`src/urxf_pkg.sv`:
```
`default_nettype none

package urxf_pkg;

    localparam int DEPTH = 32;
    localparam int PTR_W = $clog2(DEPTH);
    localparam int CNT_W = $clog2(DEPTH + 1);
    localparam int LVL_W = 6;
    localparam int CMP_W = (CNT_W > LVL_W) ? CNT_W : LVL_W;

    localparam logic [7:0] XOFF_CHAR = 8'h13;
    localparam logic [7:0] XON_CHAR  = 8'h11;

    localparam logic REG_XOFF_LEVEL = 1'b0;
    localparam logic REG_XON_LEVEL  = 1'b1;

    localparam logic [LVL_W-1:0] XOFF_LEVEL_RST = LVL_W'(24);
    localparam logic [LVL_W-1:0] XON_LEVEL_RST  = LVL_W'(3);

    typedef enum logic [1:0] {
        CMD_LINE = 2'd0,
        CMD_READ = 2'd1,
        CMD_XMIT = 2'd2
    } cmd_t;

    typedef struct packed {
        logic [LVL_W-1:0] xoff_level;
        logic [LVL_W-1:0] xon_level;
    } cfg_t;

    typedef struct packed {
        logic             we;
        logic [PTR_W-1:0] waddr;
        logic [7:0]       wdata;
        logic             re;
        logic [PTR_W-1:0] raddr;
    } mem_req_t;

    typedef struct packed {
        logic             line_valid;
        logic [7:0]       line_byte;
        logic             read_valid;
        logic             accepted;
        logic [LVL_W-1:0] fill_level;
        logic             tx_paused;
        logic             xoff_sent;
    } res_t;

endpackage

`default_nettype wire

```
`src/urxf_ram.sv`:
```
`default_nettype none

module urxf_ram #(
    parameter int WIDTH = 8,
    parameter int DEPTH = 32,
    parameter int AW    = $clog2(DEPTH)
) (
    input  wire logic             clk,
    input  wire logic             we,
    input  wire logic [AW-1:0]    waddr,
    input  wire logic [WIDTH-1:0] wdata,
    input  wire logic             re,
    input  wire logic [AW-1:0]    raddr,
    output logic      [WIDTH-1:0] rdata
);

    logic [WIDTH-1:0] mem [DEPTH];

    always_ff @(posedge clk)
    begin
        if (we)
        begin
            mem[waddr] <= wdata;
        end
        if (re)
        begin
            rdata <= mem[raddr];
        end
    end

endmodule

`default_nettype wire

```
`src/urxf_regs.sv`:
```
`default_nettype none

module urxf_regs
    import urxf_pkg::*;
(
    input  wire logic        clk,
    input  wire logic        rst_n,
    input  wire logic        psel,
    input  wire logic        penable,
    input  wire logic        pwrite,
    input  wire logic [2:0]  paddr,
    input  wire logic [31:0] pwdata,
    output logic      [31:0] prdata,
    output logic             pready,
    output cfg_t             cfg
);

    cfg_t cfg_reg;
    logic wr_en;

    assign pready = 1'b1;
    assign wr_en  = psel && penable && pwrite && pready;
    assign cfg    = cfg_reg;

    always_ff @(posedge clk or negedge rst_n)
    begin
        if (!rst_n)
        begin
            cfg_reg.xoff_level <= XOFF_LEVEL_RST;
            cfg_reg.xon_level  <= XON_LEVEL_RST;
        end
        else if (wr_en)
        begin
            case (paddr[2])
                REG_XOFF_LEVEL: cfg_reg.xoff_level <= pwdata[LVL_W-1:0];
                REG_XON_LEVEL:  cfg_reg.xon_level  <= pwdata[LVL_W-1:0];
                default:        cfg_reg <= cfg_reg;
            endcase
        end
    end

    always_comb
    begin
        case (paddr[2])
            REG_XOFF_LEVEL: prdata = {{(32-LVL_W){1'b0}}, cfg_reg.xoff_level};
            REG_XON_LEVEL:  prdata = {{(32-LVL_W){1'b0}}, cfg_reg.xon_level};
            default:        prdata = '0;
        endcase
    end

endmodule

`default_nettype wire

```
`src/urxf_ctrl.sv`:
```
`default_nettype none

module urxf_ctrl
    import urxf_pkg::*;
(
    input  wire logic       clk,
    input  wire logic       rst_n,
    input  wire logic       accept,
    input  wire logic [1:0] cmd,
    input  wire logic [7:0] data_byte,
    input  wire cfg_t       cfg,
    output res_t            result,
    output mem_req_t        mem_req
);

    typedef struct packed {
        logic [PTR_W-1:0] wp;
        logic [PTR_W-1:0] rp;
        logic             full;
        logic             sent_xoff;
        logic             peer_paused;
    } st_t;

    st_t st_reg;
    st_t st_next;

    logic [PTR_W-1:0] wp_inc;
    logic [PTR_W-1:0] rp_inc;
    logic             write_ok;
    logic [CMP_W-1:0] lvl_now;
    logic [CMP_W-1:0] lvl_wr;
    logic [CMP_W-1:0] lvl_next;

    function automatic logic [PTR_W-1:0] ptr_inc(input logic [PTR_W-1:0] p);
        logic [PTR_W:0] sum;
        sum = {1'b0, p} + 1'b1;
        ptr_inc = (sum == (PTR_W + 1)'(DEPTH)) ? '0 : sum[PTR_W-1:0];
    endfunction

    function automatic logic [CMP_W-1:0] level(input logic [PTR_W-1:0] wp,
                                               input logic [PTR_W-1:0] rp,
                                               input logic             full);
        logic [CMP_W:0] w;
        logic [CMP_W:0] r;
        w = (CMP_W + 1)'(wp);
        r = (CMP_W + 1)'(rp);
        if (full)
            level = CMP_W'(DEPTH);
        else if (wp >= rp)
            level = CMP_W'(w - r);
        else
            level = CMP_W'(w + (CMP_W + 1)'(DEPTH) - r);
    endfunction

    assign wp_inc   = ptr_inc(st_reg.wp);
    assign rp_inc   = ptr_inc(st_reg.rp);
    assign write_ok = !st_reg.full;
    assign lvl_now  = level(st_reg.wp, st_reg.rp, st_reg.full);
    assign lvl_wr   = write_ok ? level(wp_inc, st_reg.rp, wp_inc == st_reg.rp) : lvl_now;
    assign lvl_next = level(st_next.wp, st_next.rp, st_next.full);

    always_comb
    begin
        st_next           = st_reg;
        mem_req.we        = 1'b0;
        mem_req.waddr     = st_reg.wp;
        mem_req.wdata     = data_byte;
        mem_req.re        = 1'b0;
        mem_req.raddr     = st_reg.rp;
        result.line_valid = 1'b0;
        result.line_byte  = '0;
        result.read_valid = 1'b0;
        result.accepted   = 1'b0;
        case (cmd)
            CMD_LINE:
            begin
                if (data_byte == XOFF_CHAR)
                begin
                    st_next.peer_paused = 1'b1;
                end
                else if (data_byte == XON_CHAR)
                begin
                    st_next.peer_paused = 1'b0;
                end
                else
                begin
                    // drop the byte when full, but still check the XOFF mark
                    if (write_ok)
                    begin
                        mem_req.we = accept;
                        st_next.wp = wp_inc;
                        if (wp_inc == st_reg.rp)
                        begin
                            st_next.full = 1'b1;
                        end
                    end
                    if (!st_reg.sent_xoff && lvl_wr >= CMP_W'(cfg.xoff_level))
                    begin
                        result.line_valid = 1'b1;
                        result.line_byte  = XOFF_CHAR;
                        st_next.sent_xoff = 1'b1;
                    end
                end
            end
            CMD_READ:
            begin
                if (st_reg.sent_xoff && lvl_now <= CMP_W'(cfg.xon_level))
                begin
                    result.line_valid = 1'b1;
                    result.line_byte  = XON_CHAR;
                    st_next.sent_xoff = 1'b0;
                end
                if (st_reg.wp != st_reg.rp || st_reg.full)
                begin
                    mem_req.re        = accept;
                    result.read_valid = 1'b1;
                    st_next.full      = 1'b0;
                    st_next.rp        = rp_inc;
                end
            end
            CMD_XMIT:
            begin
                if (!st_reg.peer_paused)
                begin
                    result.line_valid = 1'b1;
                    result.line_byte  = data_byte;
                    result.accepted   = 1'b1;
                end
            end
            default:
            begin
                st_next = st_reg;
            end
        endcase
        result.fill_level = lvl_next[LVL_W-1:0];
        result.tx_paused  = st_next.peer_paused;
        result.xoff_sent  = st_next.sent_xoff;
    end

    always_ff @(posedge clk or negedge rst_n)
    begin
        if (!rst_n)
        begin
            st_reg <= '0;
        end
        else if (accept)
        begin
            st_reg <= st_next;
        end
    end

endmodule

`default_nettype wire

```
`src/uart_rx_fifo_xon_xoff_core.sv`:
```
`default_nettype none

// UART receive FIFO with XON/XOFF flow control. Each input transaction carries
// one command (line byte, host read, host transmit) and yields exactly one
// status transaction. One transaction is taken per clock; its result appears
// in the output register on the next cycle, set by the single result stage and
// the registered read port of the 32-entry byte store. A full output register
// that is not taken stalls the input side. The two level registers sit at
// byte addresses 0 (xoff_level) and 4 (xon_level) and must only be written
// while no transaction is in flight.

module uart_rx_fifo_xon_xoff_core
    import urxf_pkg::*;
(
    input  wire logic        clk,
    input  wire logic        rst_n,
    input  wire logic        s_tvalid,
    output logic             s_tready,
    // [1:0] cmd, [9:2] data_byte
    input  wire logic [15:0] s_tdata,
    output logic             m_tvalid,
    input  wire logic        m_tready,
    // [0] line_valid, [8:1] line_byte, [9] read_valid, [17:10] read_byte,
    // [18] accepted, [24:19] fill_level, [25] tx_paused, [26] xoff_sent
    output logic      [31:0] m_tdata,
    input  wire logic        psel,
    input  wire logic        penable,
    input  wire logic        pwrite,
    input  wire logic [2:0]  paddr,
    input  wire logic [31:0] pwdata,
    output logic      [31:0] prdata,
    output logic             pready
);

    cfg_t       cfg;
    res_t       res_next;
    res_t       res_reg;
    mem_req_t   mem_req;
    logic       accept;
    logic       m_tvalid_reg;
    logic [7:0] rdata;
    logic [7:0] read_byte;

    assign s_tready = !m_tvalid_reg || m_tready;
    assign accept   = s_tvalid && s_tready;
    assign m_tvalid = m_tvalid_reg;

    urxf_regs u_regs (
        .clk     (clk),
        .rst_n   (rst_n),
        .psel    (psel),
        .penable (penable),
        .pwrite  (pwrite),
        .paddr   (paddr),
        .pwdata  (pwdata),
        .prdata  (prdata),
        .pready  (pready),
        .cfg     (cfg)
    );

    urxf_ctrl u_ctrl (
        .clk       (clk),
        .rst_n     (rst_n),
        .accept    (accept),
        .cmd       (s_tdata[1:0]),
        .data_byte (s_tdata[9:2]),
        .cfg       (cfg),
        .result    (res_next),
        .mem_req   (mem_req)
    );

    urxf_ram #(
        .WIDTH (8),
        .DEPTH (DEPTH)
    ) u_ram (
        .clk   (clk),
        .we    (mem_req.we),
        .waddr (mem_req.waddr),
        .wdata (mem_req.wdata),
        .re    (mem_req.re),
        .raddr (mem_req.raddr),
        .rdata (rdata)
    );

    always_ff @(posedge clk or negedge rst_n)
    begin
        if (!rst_n)
        begin
            m_tvalid_reg <= 1'b0;
        end
        else if (accept)
        begin
            m_tvalid_reg <= 1'b1;
        end
        else if (m_tready)
        begin
            m_tvalid_reg <= 1'b0;
        end
    end

    // payload holds while stalled; RAM read data only moves on accept too
    always_ff @(posedge clk)
    begin
        if (accept)
        begin
            res_reg <= res_next;
        end
    end

    assign read_byte = res_reg.read_valid ? rdata : 8'h00;

    assign m_tdata = {5'b0, res_reg.xoff_sent, res_reg.tx_paused, res_reg.fill_level,
                      res_reg.accepted, read_byte, res_reg.read_valid,
                      res_reg.line_byte, res_reg.line_valid};

endmodule

`default_nettype wire

```
`config.mk`:
```
export PLATFORM = sky130hd
export DESIGN_NAME = uart_rx_fifo_xon_xoff_core
export DESIGN_NICKNAME = d
export VERILOG_FILES = /design/src/urxf_pkg.sv /design/src/urxf_ram.sv /design/src/urxf_regs.sv /design/src/urxf_ctrl.sv /design/src/uart_rx_fifo_xon_xoff_core.sv
export SDC_FILE = /design/constraint.sdc
export NUM_CORES = 1
export LEC_CHECK = 0
export BUFFER_PORTS_ARGS = -buffer_cell sky130_fd_sc_hd__clkbuf_2
export CORE_UTILIZATION = 50
export CTS_CLUSTER_DIAMETER = 30
export DETAILED_ROUTE_END_ITERATION = 16
export PLACE_DENSITY = 0.75
export SYNTH_ARGS = -nofsm -noshare
export SYNTH_HDL_FRONTEND = slang
export SYNTH_SLANG_ARGS = --single-unit
```
`constraint.sdc`:
```
create_clock -name clk -period 4.9 [get_ports clk]
set_clock_uncertainty 0.05 [all_clocks]
set_input_delay 0.98 -clock clk [delete_from_list [all_inputs] [get_ports clk]]
set_output_delay 0.98 -clock clk [all_outputs]
set_load 0.005 [all_outputs]
```
* After elaboration in Yosys (flattened, before gate mapping)
Memory sizes are Yosys's and may differ from the RTL's. A register that Yosys moved wholly into a read port is not among the register bits.
Index checks and enable logic that the tools add are counted.
** Cells by class
- Add/sub/neg operators :: 11
- $mul :: 0
- Divide/modulo/power cells :: 0
- $lt $le $gt $ge :: 5
- Equal/unequal tests :: 8
- Shifts and indexed selects :: 0
- Multiplexer cells :: 44
- Bitwise logic cells :: 1
- Reductions and logical operators :: 13
** Operators with widths (number)
- 32-bit one-hot mux with 2 select lines :: 1
- 9-bit 2-to-1 mux :: 5
- 6-bit 2-to-1 mux :: 7
- 5-bit 2-to-1 mux :: 7
- 9-bit one-hot mux with 3 select lines :: 1
- 1-bit 2-to-1 mux :: 19
- 5-bit by 6-bit adder with 6-bit output (second input constant) :: 3
- 5-bit by 5-bit subtractor with 6-bit output :: 3
- 6-bit by 5-bit subtractor with 6-bit output :: 3
- 8-bit by 5-bit equality test with 1-bit output (second input constant) :: 2
- 5-bit >= comparator :: 3
- 5-bit by 1-bit adder with 6-bit output (second input constant) :: 2
- 6-bit equality test (second input constant) :: 2
- 8-bit 2-to-1 mux :: 1
- 6-bit >= comparator :: 1
- 6-bit <= comparator :: 1
- 5-bit equality test :: 1
- 1-bit logical AND :: 5
- 5-bit != test :: 1
- 2-bit 2-to-1 mux :: 2
- 2-bit one-hot mux with 2 select lines :: 1
- 2-bit AND reduction :: 2
- 2-bit by 1-bit equality test with 1-bit output (second input constant) :: 1
- 2-bit equality test (second input constant) :: 1
- other kinds (5) :: 7
** Word-level totals
- Flip-flop bits (word level) :: 45
- Bits in latches :: 0
- Bits in writable memories :: 256
- ROM bits :: 0
- Input port bits :: 58
- Output and inout bits :: 67
- Word-level logic and storage cells :: 98
- Memories kept :: 1
** Memories
- u_ram.mem :: depth 32, width 8, rd ports 1, clocked after Yosys merged registers in 1, wr ports 1, RTL line urxf_ram.sv:17 : logic [WIDTH-1:0] mem [DEPTH];

* Longest topological paths before layout
- Word-level depth :: 14
- Mapped depth :: 15
- Depth with buffers taken out :: 15

* Cells and area by module
From an unflattened synthesis, not the netlist that was laid out.
** Unflattened totals
- Cells, all modules :: 757
- Area total of the unflattened synthesis :: 13629.3 sq um
** By module, submodules not included
- urxf_ram :: instances 1, cells each 417, area an instance 10133.5 sq um, seq. area each 7927.6 sq um
- urxf_ctrl :: instances 1, cells each 241, area an instance 2014.4 sq um, seq. area each 325.3 sq um
- urxf_regs :: instances 1, cells each 62, area an instance 765.7 sq um, seq. area each 305.3 sq um
- uart_rx_fifo_xon_xoff_core :: instances 1, cells each 37, area an instance 715.7 sq um, seq. area each 595.6 sq um

* Worst setup path after synthesis
Ideal clock, no wire load.
- Kind :: flip-flop to flip-flop
- Start point :: reg u_ctrl.st_reg, in the netlist u_ctrl.mem_req[14]
- End point :: reg res_reg, in the netlist m_tdata[0], data pin
- Data arrival time :: 3263 ps
- Data required time :: 4585 ps
- Setup slack :: 1322 ps
- Stages on the path, launching flop included :: 13
- Period minus slack after synthesis :: 3578 ps
- Path through :: dfrtp_1 > inv_1 > ha_1 > ha_1 > a21o_1 > a21o_1 > xor2_1 > o41ai_1 > ha_1 > and3_1 > a221oi_1 > nor2_1 > or3_1
** RTL lines
- from (decl) :: RTL line urxf_ctrl.sv:24 : st_t st_reg;
- from (signal assigned) :: RTL line urxf_ctrl.sv:148 : st_reg <= st_next;
- to (signal assigned) :: RTL line uart_rx_fifo_xon_xoff_core.sv:106 : res_reg <= res_next;
- to (decl) :: RTL line uart_rx_fifo_xon_xoff_core.sv:37 : res_t res_reg;

==> key figures <==
Clocking
  – CTS tree: done
  – Hold_buf cts: 0
  – CTS buffer count: 48
  – Worst-Skew Late Latency: between 0.5 and 0.6 ns
  – PostCTS Resize Cnt: 0
  – CTS max path bufs: 3
  – Clock sink count: 309
  – Post-CTS Setup Repair Bufs: 0
  – Clk root buf: clkbuf_16
  – Clk pin slew, worst setup/hold paths: 0.06 ns
  – H-tree depth: 2

Detailed routing
  – DR DRC count: 0
  – Vias: 7706
  – Drt wl/cell: 21.5 um
  – Met2 wire length: 14100 um
  – Max Used Layer: met5
  – Wire length on met1: 12000 um
  – Routed WL: 28800 um
  – 1st-pass router iterations: 6
  – Met3 wire length: 1910 um
  – Via-to-Cell Ratio: around 5.8
  – DR iter-0 viols: 694
  – Routed Antenna Nets: 0

Placement
  – Placed cells: 1251
  – Pre-CTS WS: 0.776 ns
  – Gp weighted congestion: 0.769
  – Hpwl dp: around 18000 um
  – PortBufs: 58

Logic synthesis
  – Cell Area, Synth: between 10000 and 15000 um^2
  – Distinct cell type count of the synthesized netlist: 63
  – Avg Inst Size Synth: about 16 um^2
  – Top_reg_cell synth: edfxtp_1
  – Synth area leader: edfxtp_1
  – Seq/Total Area, Yosys: 67.2%
  – Seq cells post-synth: 309
  – Most frequent cells after synthesis: edfxtp_1 (283), mux2i_1 (66), nor2_1 (61)
  – Ranking of synthesized cells by area: edfxtp_1 (62%), mux2i_1 (4.9%), mux4_2 (4.1%)
  – Top-area cell type share of the netlist area: 62.4%
  – Number of enable flip-flop cells after synthesis: roughly 280
  – Most common cell in the netlist: edfxtp_1
  – Asr flop ratio synth: approximately 8.4%
  – YS warnings: 0
  – Cell count after synthesis: ~860

Setup path
  – Nature of the critical path endpoint: flip-flop
  – Req. time, crit path: 5.14 ns
  – CP Data Arrival Time: 4.41 ns
  – CP Max Fanout: 8
  – Setup Crit Path Kind: reg -> reg
  – Crit start category: flip-flop

Global route
  – Largest net degree at the start of global routing: roughly 100
  – Total gr overflow: 0
  – Vias in the first global route: roughly 7900
  – First-pass GRT wire length: 44800 um
  – Tot GR Track Use: 21.3%
  – Antenna violations before repair: 1

Timing
  – Final Critical Period: approximately 4.2 ns
  – Setup ws final: 0.726 ns
  – RSZ-0062 raised after global routing: no
  – Setup TNS Final: 0 ns
  – Final Max Tran Viols: 0
  – Peak Freq: 240 MHz
  – Measured slew at the worst slew-check pin: 1.03 ns
  – Period utilization: 85.2%
  – Final setup fails: 0
  – Slew margin rel.: 30.7%
  – Hold Vio Cnt, Final: 0

Floorplanning
  – Die ar.: 27900 um^2
  – Initial Utilization: 50.8%
  – # IOs: 125
  – # rows: 60
  – Core ar.: 26800 um^2
  – Chip height: 167 um
  – Die Width: ~170 um

Power
  – Total Power: a little under 0.01 W
  – Max VDD drop: 0.402 mV
  – PwrDens: 616 nW/um^2
  – Leak: 5.88 nW

Cells and area
  – Area growth from synthesis to layout: 16.0%
  – Final net count: 1053
  – Non-Filler Instances: about 1300
  – Layout cell share with drive strength beyond 1: between 20% and 30%
  – Antenna Cells: 0
  – Max reg flops: 256

Hold path
  – Worst min path class: in -> async

Run
  – Max cap viols: 0

Status
  – Run status: completed
## worst max-delay path, cell delays in order, from the launching register on
cell,delay [ns]
dfrtp_1,0.51
ha_1,0.41
nand3_1,0.17
xnor2_1,0.16
ha_1,0.31
nand2_1,0.08
nor3_1,0.34
or2_2,0.20
nor2_1,0.05
ha_1,0.29
a21o_1,0.18
a221oi_1,0.63
nor2_1,0.14
or3_1,0.38
## worst paths after layout
| path | start | endpoint | slack (ns) | cells past startpoint |
|---|---|---|---|---|
| worst max-delay path | u_ctrl.mem_req[15] | m_tdata[0] | 0.73 | 13 |
| worst min-delay path | rst_n | u_regs.cfg[8] | 0.42 | 1 |
| worst max register to register | u_ctrl.mem_req[15] | m_tdata[0] | 0.73 | 13 |
| worst min register to register | u_regs.cfg[11] | u_regs.cfg[11] | 0.45 | 1 |
| max in group asynchronous | rst_n | u_ctrl.mem_req[0] | 3.86 | 1 |
| min in group clk | u_regs.cfg[11] | u_regs.cfg[11] | 0.45 | 1 |
## power by group
| group | total [W] | internal [W] | switching [W] |
|---|---|---|---|
| registers | 0.00321 | 0.00309 | 0.000117 |
| logic | 0.00316 | 0.00138 | 0.00178 |
| clock network | 0.00336 | 0.00206 | 0.00130 |
| total | 0.00972 | 0.00653 | 0.00319 |
## stage by stage
stage	hold slack (ns)	utilization [%]	cell area (um^2)
after CTS	0.422	58.9	15800
after detailed placement	0.444	52.9	14200
final	0.419	58.9	15800
after global placement	0.439	52.9	14200
after floorplan	0.429	-	13700
after global routing	0.455	58.9	15800
## metal layers
layer	vias to the layer above	GRT usage, %
li1	3448	-
met1	3881	27.9
met2	309	35.3
met3	66	4.33
met4	2	8.17
met5	-	0
## layout make-up
cell class                      count  area (um^2)
Fill cell                        1961        11000
Sequential cell                   309         9160
Multi-Input combinational cell    497         4050
Clock buffer                       54         1220
Timing Repair Buffer               77          445
Tap cell                          341          427
Clock inverter                     34          387
Inverter                           27          101
## kinds of logic after synthesis
group                    after synthesis  share of synthesized area [%]
AO/OA/AOI/OAI                         88                           4.62
adder cells (fa/ha/maj)               35                           3.38
XOR/XNOR                              29                           1.92
multiplexers                         113                           11.6
other                                  2                         0.0552
flip-flops                           309                           67.2
buffers and inverters                 85                           3.84
AND/OR/NAND/NOR                      200                           7.38
## layout by cell type (no fill, tap or decap), types with 7 or more instances in the layout
master,n
a21o_1,7
a21oi_1,20
a221oi_1,9
a22o_1,8
a22oi_1,16
and2_1,16
buf_4,18
clkbuf_16,48
clkbuf_2,58
clkinv_1,7
conb_1,32
dfrtp_1,21
edfxtp_1,283
ha_1,32
inv_1,26
inv_6,9
mux2_2,15
mux2i_1,66
mux4_1,7
mux4_2,25
nand2_1,45
nand3_1,29
nor2_1,61
nor3_1,8
o21ai_0,12
xnor2_1,21
xor2_1,7
Note: power is estimated with default switching activity, not from simulation.
